### config.mk
export PLATFORM = sky130hd
export DESIGN_NAME = alnum_vigenere_stream_cipher_unit
export DESIGN_NICKNAME = d
export VERILOG_FILES = /design/src/anvig_pkg.sv /design/src/anvig_key_store.sv /design/src/anvig_rotate.sv /design/src/alnum_vigenere_stream_cipher_unit.sv
export SDC_FILE = /design/constraint.sdc
export NUM_CORES = 1
export LEC_CHECK = 0
export CORE_MARGIN = 1.5
export CORE_UTILIZATION = 60
export DETAILED_ROUTE_END_ITERATION = 16
export DONT_BUFFER_PORTS = 1
export GPL_TIMING_DRIVEN = 0
export PLACE_DENSITY = 0.78
export SYNTH_ARGS = -nofsm -noshare
export SYNTH_HDL_FRONTEND = slang
export SYNTH_SLANG_ARGS = --single-unit
### constraint.sdc
create_clock -name clk_i -period 18.1 [get_ports clk_i]
set_input_delay 3.62 -clock clk_i [delete_from_list [all_inputs] [get_ports clk_i]]
set_output_delay 3.62 -clock clk_i [all_outputs]
set_load 0.005 [all_outputs]
### src/anvig_pkg.sv
// Shared constants, register codes, types and shift tables for the alphanumeric cipher.
package anvig_pkg;

  localparam int KEY_MAX_DEF = 16;
  localparam int BYTE_W      = 8;
  localparam int LEN_W       = 5;
  localparam int CFG_ADDR_W  = 2;
  localparam int CFG_DATA_W  = 64;
  localparam int SHIFT_W     = 5;
  localparam int BYTES_PER_WORD = CFG_DATA_W / BYTE_W;

  localparam logic [CFG_ADDR_W-1:0] CFG_KEY_LENGTH = 2'd0;
  localparam logic [CFG_ADDR_W-1:0] CFG_KEY_LOW    = 2'd1;
  localparam logic [CFG_ADDR_W-1:0] CFG_KEY_HIGH   = 2'd2;

  localparam int ALPHA_MOD = 26;
  localparam int DIGIT_MOD = 10;

  localparam logic [BYTE_W-1:0] ASCII_UPPER_A = 8'h41;
  localparam logic [BYTE_W-1:0] ASCII_UPPER_Z = 8'h5A;
  localparam logic [BYTE_W-1:0] ASCII_LOWER_A = 8'h61;
  localparam logic [BYTE_W-1:0] ASCII_LOWER_Z = 8'h7A;
  localparam logic [BYTE_W-1:0] ASCII_ZERO    = 8'h30;
  localparam logic [BYTE_W-1:0] ASCII_NINE    = 8'h39;

  typedef logic [255:0][SHIFT_W-1:0] shift_tbl_t;

  typedef struct packed {
    logic [BYTE_W-1:0] key_byte;
    logic [LEN_W-1:0]  eff_len;
  } key_info_t;

  function automatic shift_tbl_t shift_tbl_f(int base, bit is_digit);
    shift_tbl_t tbl;
    for (int i = 0; i < 256; i++) begin
      if (is_digit) begin
        tbl[i] = SHIFT_W'((i + 256 * DIGIT_MOD - base) % DIGIT_MOD);
      end else begin
        tbl[i] = SHIFT_W'((i + 256 * ALPHA_MOD - base) % ALPHA_MOD);
      end
    end
    return tbl;
  endfunction

  localparam shift_tbl_t UPPER_SHIFT = shift_tbl_f(int'(ASCII_UPPER_A), 1'b0);
  localparam shift_tbl_t LOWER_SHIFT = shift_tbl_f(int'(ASCII_LOWER_A), 1'b0);
  localparam shift_tbl_t DIGIT_SHIFT = shift_tbl_f(int'(ASCII_ZERO), 1'b1);

endpackage

### src/anvig_key_store.sv
// Key length and key byte registers with key byte lookup by position.
module anvig_key_store #(
  parameter int KEY_MAX = anvig_pkg::KEY_MAX_DEF,
  parameter int POS_W   = (KEY_MAX > 1) ? $clog2(KEY_MAX) : 1
) (
  input  logic                              clk_i,
  input  logic                              rst_ni,
  input  logic                              cfg_we_i,
  input  logic [anvig_pkg::CFG_ADDR_W-1:0]  cfg_addr_i,
  input  logic [anvig_pkg::CFG_DATA_W-1:0]  cfg_wdata_i,
  input  logic [POS_W-1:0]                  pos_i,
  output anvig_pkg::key_info_t              info_o
);

  logic [anvig_pkg::LEN_W-1:0]                 key_len_q;
  logic [KEY_MAX-1:0][anvig_pkg::BYTE_W-1:0]   key_q;

  always_ff @(posedge clk_i or negedge rst_ni) begin
    if (!rst_ni) begin
      key_len_q <= anvig_pkg::LEN_W'(1);
    end else if (cfg_we_i && cfg_addr_i == anvig_pkg::CFG_KEY_LENGTH) begin
      key_len_q <= cfg_wdata_i[anvig_pkg::LEN_W-1:0];
    end
  end

  for (genvar b = 0; b < KEY_MAX; b++) begin : g_key_byte
    localparam logic [anvig_pkg::CFG_ADDR_W-1:0] WORD =
      (b < anvig_pkg::BYTES_PER_WORD) ? anvig_pkg::CFG_KEY_LOW : anvig_pkg::CFG_KEY_HIGH;
    localparam int LSB = (b % anvig_pkg::BYTES_PER_WORD) * anvig_pkg::BYTE_W;

    always_ff @(posedge clk_i or negedge rst_ni) begin
      if (!rst_ni) begin
        key_q[b] <= '0;
      end else if (cfg_we_i && cfg_addr_i == WORD) begin
        key_q[b] <= cfg_wdata_i[LSB +: anvig_pkg::BYTE_W];
      end
    end
  end

  always_comb begin
    info_o.key_byte = key_q[pos_i];
    if (key_len_q == '0) begin
      info_o.eff_len = anvig_pkg::LEN_W'(1);
    end else if (key_len_q > anvig_pkg::LEN_W'(KEY_MAX)) begin
      info_o.eff_len = anvig_pkg::LEN_W'(KEY_MAX);
    end else begin
      info_o.eff_len = key_len_q;
    end
  end

endmodule

### src/anvig_rotate.sv
// Character classifier and modular shift of letters and digits by a key byte.
module anvig_rotate (
  input  logic [anvig_pkg::BYTE_W-1:0] char_i,
  input  logic                         decrypt_i,
  input  logic [anvig_pkg::BYTE_W-1:0] key_byte_i,
  output logic [anvig_pkg::BYTE_W-1:0] char_o,
  output logic                         alnum_o
);

  logic                            is_upper;
  logic                            is_lower;
  logic                            is_digit;
  logic [anvig_pkg::BYTE_W-1:0]    base;
  logic [anvig_pkg::SHIFT_W-1:0]   modulus;
  logic [anvig_pkg::SHIFT_W-1:0]   shift;
  logic [anvig_pkg::SHIFT_W-1:0]   offset;
  logic [anvig_pkg::SHIFT_W:0]     sum;
  logic [anvig_pkg::SHIFT_W:0]     wrapped;

  assign is_upper = (char_i >= anvig_pkg::ASCII_UPPER_A) && (char_i <= anvig_pkg::ASCII_UPPER_Z);
  assign is_lower = (char_i >= anvig_pkg::ASCII_LOWER_A) && (char_i <= anvig_pkg::ASCII_LOWER_Z);
  assign is_digit = (char_i >= anvig_pkg::ASCII_ZERO) && (char_i <= anvig_pkg::ASCII_NINE);
  assign alnum_o  = is_upper || is_lower || is_digit;

  always_comb begin
    if (is_upper) begin
      base    = anvig_pkg::ASCII_UPPER_A;
      modulus = anvig_pkg::SHIFT_W'(anvig_pkg::ALPHA_MOD);
      shift   = anvig_pkg::UPPER_SHIFT[key_byte_i];
    end else if (is_lower) begin
      base    = anvig_pkg::ASCII_LOWER_A;
      modulus = anvig_pkg::SHIFT_W'(anvig_pkg::ALPHA_MOD);
      shift   = anvig_pkg::LOWER_SHIFT[key_byte_i];
    end else begin
      base    = anvig_pkg::ASCII_ZERO;
      modulus = anvig_pkg::SHIFT_W'(anvig_pkg::DIGIT_MOD);
      shift   = anvig_pkg::DIGIT_SHIFT[key_byte_i];
    end

    offset = anvig_pkg::SHIFT_W'(char_i - base);
    if (decrypt_i) begin
      sum = {1'b0, offset} + {1'b0, modulus} - {1'b0, shift};
    end else begin
      sum = {1'b0, offset} + {1'b0, shift};
    end
    wrapped = (sum >= {1'b0, modulus}) ? sum - {1'b0, modulus} : sum;

    if (alnum_o) begin
      char_o = base + anvig_pkg::BYTE_W'(wrapped);
    end else begin
      char_o = char_i;
    end
  end

endmodule

### src/alnum_vigenere_stream_cipher_unit.sv
// Top level of the alphanumeric Vigenere stream cipher: input stage, cipher and result register.
//
//   channel   handshake                   payload
//   input     in_valid_i / in_ready_o     char_in_i, decrypt_mode_i, message_start_i
//   output    out_valid_o / out_ready_i   char_out_o
//   config    cfg_we_i                    cfg_addr_i, cfg_wdata_i
//
// One byte per cycle unless the output stalls.
// The key position update and the shift table lookup sit between the input stage and
// the result register, so one byte can follow the next in every cycle the output does not stall.
// Reset clears the key position, key length (to one), key bytes and both valid flags.
// A stalled result holds the result register; the input stage still takes a byte while
// it is empty.
module alnum_vigenere_stream_cipher_unit #(
  parameter int KEY_MAX = anvig_pkg::KEY_MAX_DEF
) (
  input  logic                              clk_i,
  input  logic                              rst_ni,
  input  logic                              cfg_we_i,
  input  logic [anvig_pkg::CFG_ADDR_W-1:0]  cfg_addr_i,
  input  logic [anvig_pkg::CFG_DATA_W-1:0]  cfg_wdata_i,
  input  logic                              in_valid_i,
  output logic                              in_ready_o,
  input  logic [anvig_pkg::BYTE_W-1:0]      char_in_i,
  input  logic                              decrypt_mode_i,
  input  logic                              message_start_i,
  output logic                              out_valid_o,
  input  logic                              out_ready_i,
  output logic [anvig_pkg::BYTE_W-1:0]      char_out_o
);

  localparam int POS_W = (KEY_MAX > 1) ? $clog2(KEY_MAX) : 1;

  logic                            in_vld_q;
  logic [anvig_pkg::BYTE_W-1:0]    in_char_q;
  logic                            in_dec_q;
  logic                            in_start_q;
  logic                            out_vld_q;
  logic [anvig_pkg::BYTE_W-1:0]    out_char_q;
  logic [anvig_pkg::BYTE_W-1:0]    out_char_d;
  logic [POS_W-1:0]                pos_q;
  logic [POS_W-1:0]                pos_d;
  logic [POS_W-1:0]                pos_cur;
  logic [POS_W:0]                  pos_next;
  logic                            alnum;
  logic                            out_adv;
  anvig_pkg::key_info_t            key_info;

  assign out_adv    = !out_vld_q || out_ready_i;
  assign in_ready_o = !in_vld_q || out_adv;

  anvig_key_store #(
    .KEY_MAX (KEY_MAX),
    .POS_W   (POS_W)
  ) u_key_store (
    .clk_i       (clk_i),
    .rst_ni      (rst_ni),
    .cfg_we_i    (cfg_we_i),
    .cfg_addr_i  (cfg_addr_i),
    .cfg_wdata_i (cfg_wdata_i),
    .pos_i       (pos_cur),
    .info_o      (key_info)
  );

  anvig_rotate u_rotate (
    .char_i     (in_char_q),
    .decrypt_i  (in_dec_q),
    .key_byte_i (key_info.key_byte),
    .char_o     (out_char_d),
    .alnum_o    (alnum)
  );

  always_comb begin
    pos_cur  = in_start_q ? '0 : pos_q;
    pos_next = {1'b0, pos_cur} + (POS_W + 1)'(1);
    if (!alnum) begin
      pos_d = pos_cur;
    end else if (anvig_pkg::LEN_W'(pos_next) >= key_info.eff_len) begin
      pos_d = '0;
    end else begin
      pos_d = pos_next[POS_W-1:0];
    end
  end

  always_ff @(posedge clk_i or negedge rst_ni) begin
    if (!rst_ni) begin
      in_vld_q  <= 1'b0;
      out_vld_q <= 1'b0;
      pos_q     <= '0;
    end else begin
      if (in_ready_o) begin
        in_vld_q <= in_valid_i;
      end
      if (out_adv) begin
        out_vld_q <= in_vld_q;
        if (in_vld_q) begin
          pos_q <= pos_d;
        end
      end
    end
  end

  // hold the input stage until its byte moves on
  always_ff @(posedge clk_i) begin
    if (in_ready_o && in_valid_i) begin
      in_char_q  <= char_in_i;
      in_dec_q   <= decrypt_mode_i;
      in_start_q <= message_start_i;
    end
    if (out_adv && in_vld_q) begin
      out_char_q <= out_char_d;
    end
  end

  assign out_valid_o = out_vld_q;
  assign char_out_o  = out_char_q;

endmodule
==> results.sh <==
export IMPL_status="finished, final reports clean"
export IMPL_ios=91
export IMPL_path_buf_inv=5
export IMPL_dpl_hpwl_um=22000
export IMPL_cts_setup_buffers=0
export IMPL_cp_slowest_cell="nor3_1"
export IMPL_final_seq_area_um2=4020
export IMPL_final_cell_mix="mux2_2, dfrtp_1, nand2_1, nor2_1, a21oi_1"
export IMPL_vdd_drop_max_mv=0.177
export IMPL_leakage_nw=4.68
export IMPL_drt_iter0_markers=1000
export IMPL_period_share_pct=48.2
export IMPL_cts_buffers=17
export IMPL_worstSetupEndpointType="flop"
export IMPL_async_flop_share_pct=88.5
export IMPL_die_area_um2=18400
export IMPL_post_cts_resized=0
export IMPL_vias_per_cell=6.83
export IMPL_synth_ff_type="dfrtp_1"
export IMPL_rsz0062_at_grt="false"
export IMPL_gp_congestion=1.00
export IMPL_insertion_delay_ns=0.43
export IMPL_fin_crit_ns=8.72
export IMPL_ctsHoldBuffers=0
export IMPL_max_slew_worst_pin_slew_ns=0.927
export IMPL_critPathKind="reg -> reg"
export IMPL_final_nets=1167
export IMPL_fin_area_um2=11400
export IMPL_ys_types=91
export IMPL_maxCapViolCount=0
export IMPL_drt_wl_total_um=30400
export IMPL_relSlewSlack_pct=37.7
export IMPL_hold_ws_ns=0.501
export IMPL_grt_pass1_wl_um=47600
export IMPL_final_common_cell="mux2_2"
export IMPL_syn_inst=1027
export IMPL_wl_per_cell_um=23.7
export IMPL_synth_nets=1148
export IMPL_critPathMostFrequentCell="ha_1"
export IMPL_required_ns=18.29
export IMPL_coreArea_um2=17200
export IMPL_max_stage_delay_ns=0.80
export IMPL_cts_root_buf="clkbuf_16"
export IMPL_synth_edff_count=18
export IMPL_final_max_slew_violation_count=0
export IMPL_setup_violations=0
export IMPL_htreeDepth=4
export IMPL_drc=0
export IMPL_initial_core_util_pct=61.2
export IMPL_dr_pass1_iters=6
export IMPL_syn_area_per_cell_um2=10.3
export IMPL_gr_usage_all_layers_pct=34.1
export IMPL_cp_top_family="compound AO/OA/AOI/OAI gates"
export IMPL_die_x_um=136
export IMPL_power_per_cell_area_nw_per_um2=148
export IMPL_path_clk_slew_ns=0.07
export IMPL_ant_nets=0
export IMPL_seq_area_frac_synth_pct=38.1
export IMPL_multi_input_area_um2=6020
export IMPL_hold_viol=0
export IMPL_port_buffers=0
export IMPL_placed_cell_area_um2=10800
export IMPL_synth_area_um2=10600
export IMPL_worst_clock_skew_ns=0.0127
export IMPL_n_antenna_cell=0
export IMPL_cts_tree="yes"
export IMPL_area_delta_synth_final_pct=8.17
export IMPL_yosysWarnings=0
export IMPL_via_count=8759
export IMPL_path_max_fanout=10
export IMPL_grt_max_degree=140
export IMPL_grt_overflow=0
export IMPL_arrival_ns=8.92
export IMPL_start_kind="flop"
export IMPL_std_cell_rows=48
export IMPL_nFillCells=1318
export IMPL_max_freq_ghz=0.115
export IMPL_grt_pass1_vias=8791
export IMPL_cts_path_max_buffers=2
export IMPL_die_y_um=136
export IMPL_worstHoldPathType="reg -> reg"
export IMPL_cts_sinks=157
export IMPL_finalSetupTns_ns=0
export IMPL_ys_ff_latch=157
export IMPL_drive_above_1_share_pct=23.6
export IMPL_antenna_found_initial=0
## cells by family after synthesis
group	after synthesis	share of synthesized area, %
XOR/XNOR	20	1.66
multiplexers	200	21.0
buffers and inverters	106	4.87
AND/OR/NAND/NOR	230	10.8
flip-flops	157	38.1
adder cells (fa/ha/maj)	40	4.95
AO/OA/AOI/OAI	274	18.6
## metrics by stage
step | utilization, % | instances | power [mW] | worst slack (ns)
after floorplan | - | 1027 | 1.10 | 10.69
after global placement | 62.9 | 1252 | 1.29 | 9.53
after detailed placement | 62.9 | 1252 | 1.30 | 9.52
after CTS | 66.2 | 1283 | 1.67 | 9.49
after global routing | 66.2 | 1283 | 1.78 | 8.83
final | 66.2 | 1283 | 1.69 | 9.38
## final cells by class
cell class / instances / area share (%)
Tap cell: 225 / 2.47
Buffer: 72 / 3.36
Sequential cell: 157 / 35.2
Inverter: 34 / 1.14
Clock buffer: 20 / 3.94
Clock inverter: 11 / 1.14
Multi-Input combinational cell: 764 / 52.7
## layer usage
| metal | global-route usage (%) | routed length (µm) | up-vias |
|---|---|---|---|
| met1 | 42.8 | 11800 | 4289 |
| met3 | 7.00 | 2390 | 110 |
| met4 | 16.1 | 1370 | 0 |
| met5 | 0 | 0 | - |
| li1 | - | - | 3890 |
| met2 | 56.4 | 14800 | 470 |
## path summary, 6_finish.rpt
| check | from | end | slack (ns) | cells after the start |
|---|---|---|---|---|
| setup / recovery | pos_q[0] | char_out_o[6] | 9.38 | 31 |
| hold / removal | u_key_store.key_q[116] | u_key_store.key_q[116] | 0.50 | 1 |
| setup reg to reg | pos_q[0] | char_out_o[6] | 9.38 | 31 |
| hold reg to reg | u_key_store.key_q[116] | u_key_store.key_q[116] | 0.50 | 1 |
| max in group asynchronous | rst_ni | u_key_store.key_len_q[0] | 14.98 | 0 |
| min in group asynchronous | rst_ni | u_key_store.key_q[88] | 2.88 | 0 |
## synthesized netlist by cell type (14+ instances only)
cell type | number | area, µm²
a21oi_1 | 54 | 270
edfxtp_1 | 18 | 541
mux2i_1 | 52 | 521
inv_1 | 32 | 120
o221ai_1 | 15 | 131
mux2_2 | 145 | 1630
nor2_1 | 59 | 221
a221oi_1 | 14 | 123
xnor2_1 | 14 | 123
o22ai_1 | 15 | 93.8
o21ai_0 | 39 | 195
nand2_1 | 81 | 304
ha_1 | 37 | 463
buf_2 | 25 | 125
dfrtp_1 | 138 | 3450
clkbuf_1 | 30 | 113
nand3_1 | 20 | 100
## sequential cells by signal (all words and copies together), names as in the netlist
signal,cells
char_out_o,8
in_vld_q,1
out_valid_o,1
in_dec_q,1
pos_q,4
in_char_q,8
in_start_q,1
u_key_store.key_len_q,5
u_key_store.key_q,128
## where the power goes
part	internal [mW]	switching, mW
Clock	0.209	0.146
Sequential	0.424	0.0361
Combinational	0.358	0.518
No activity file was read; power rests on OpenSTA's default activity.
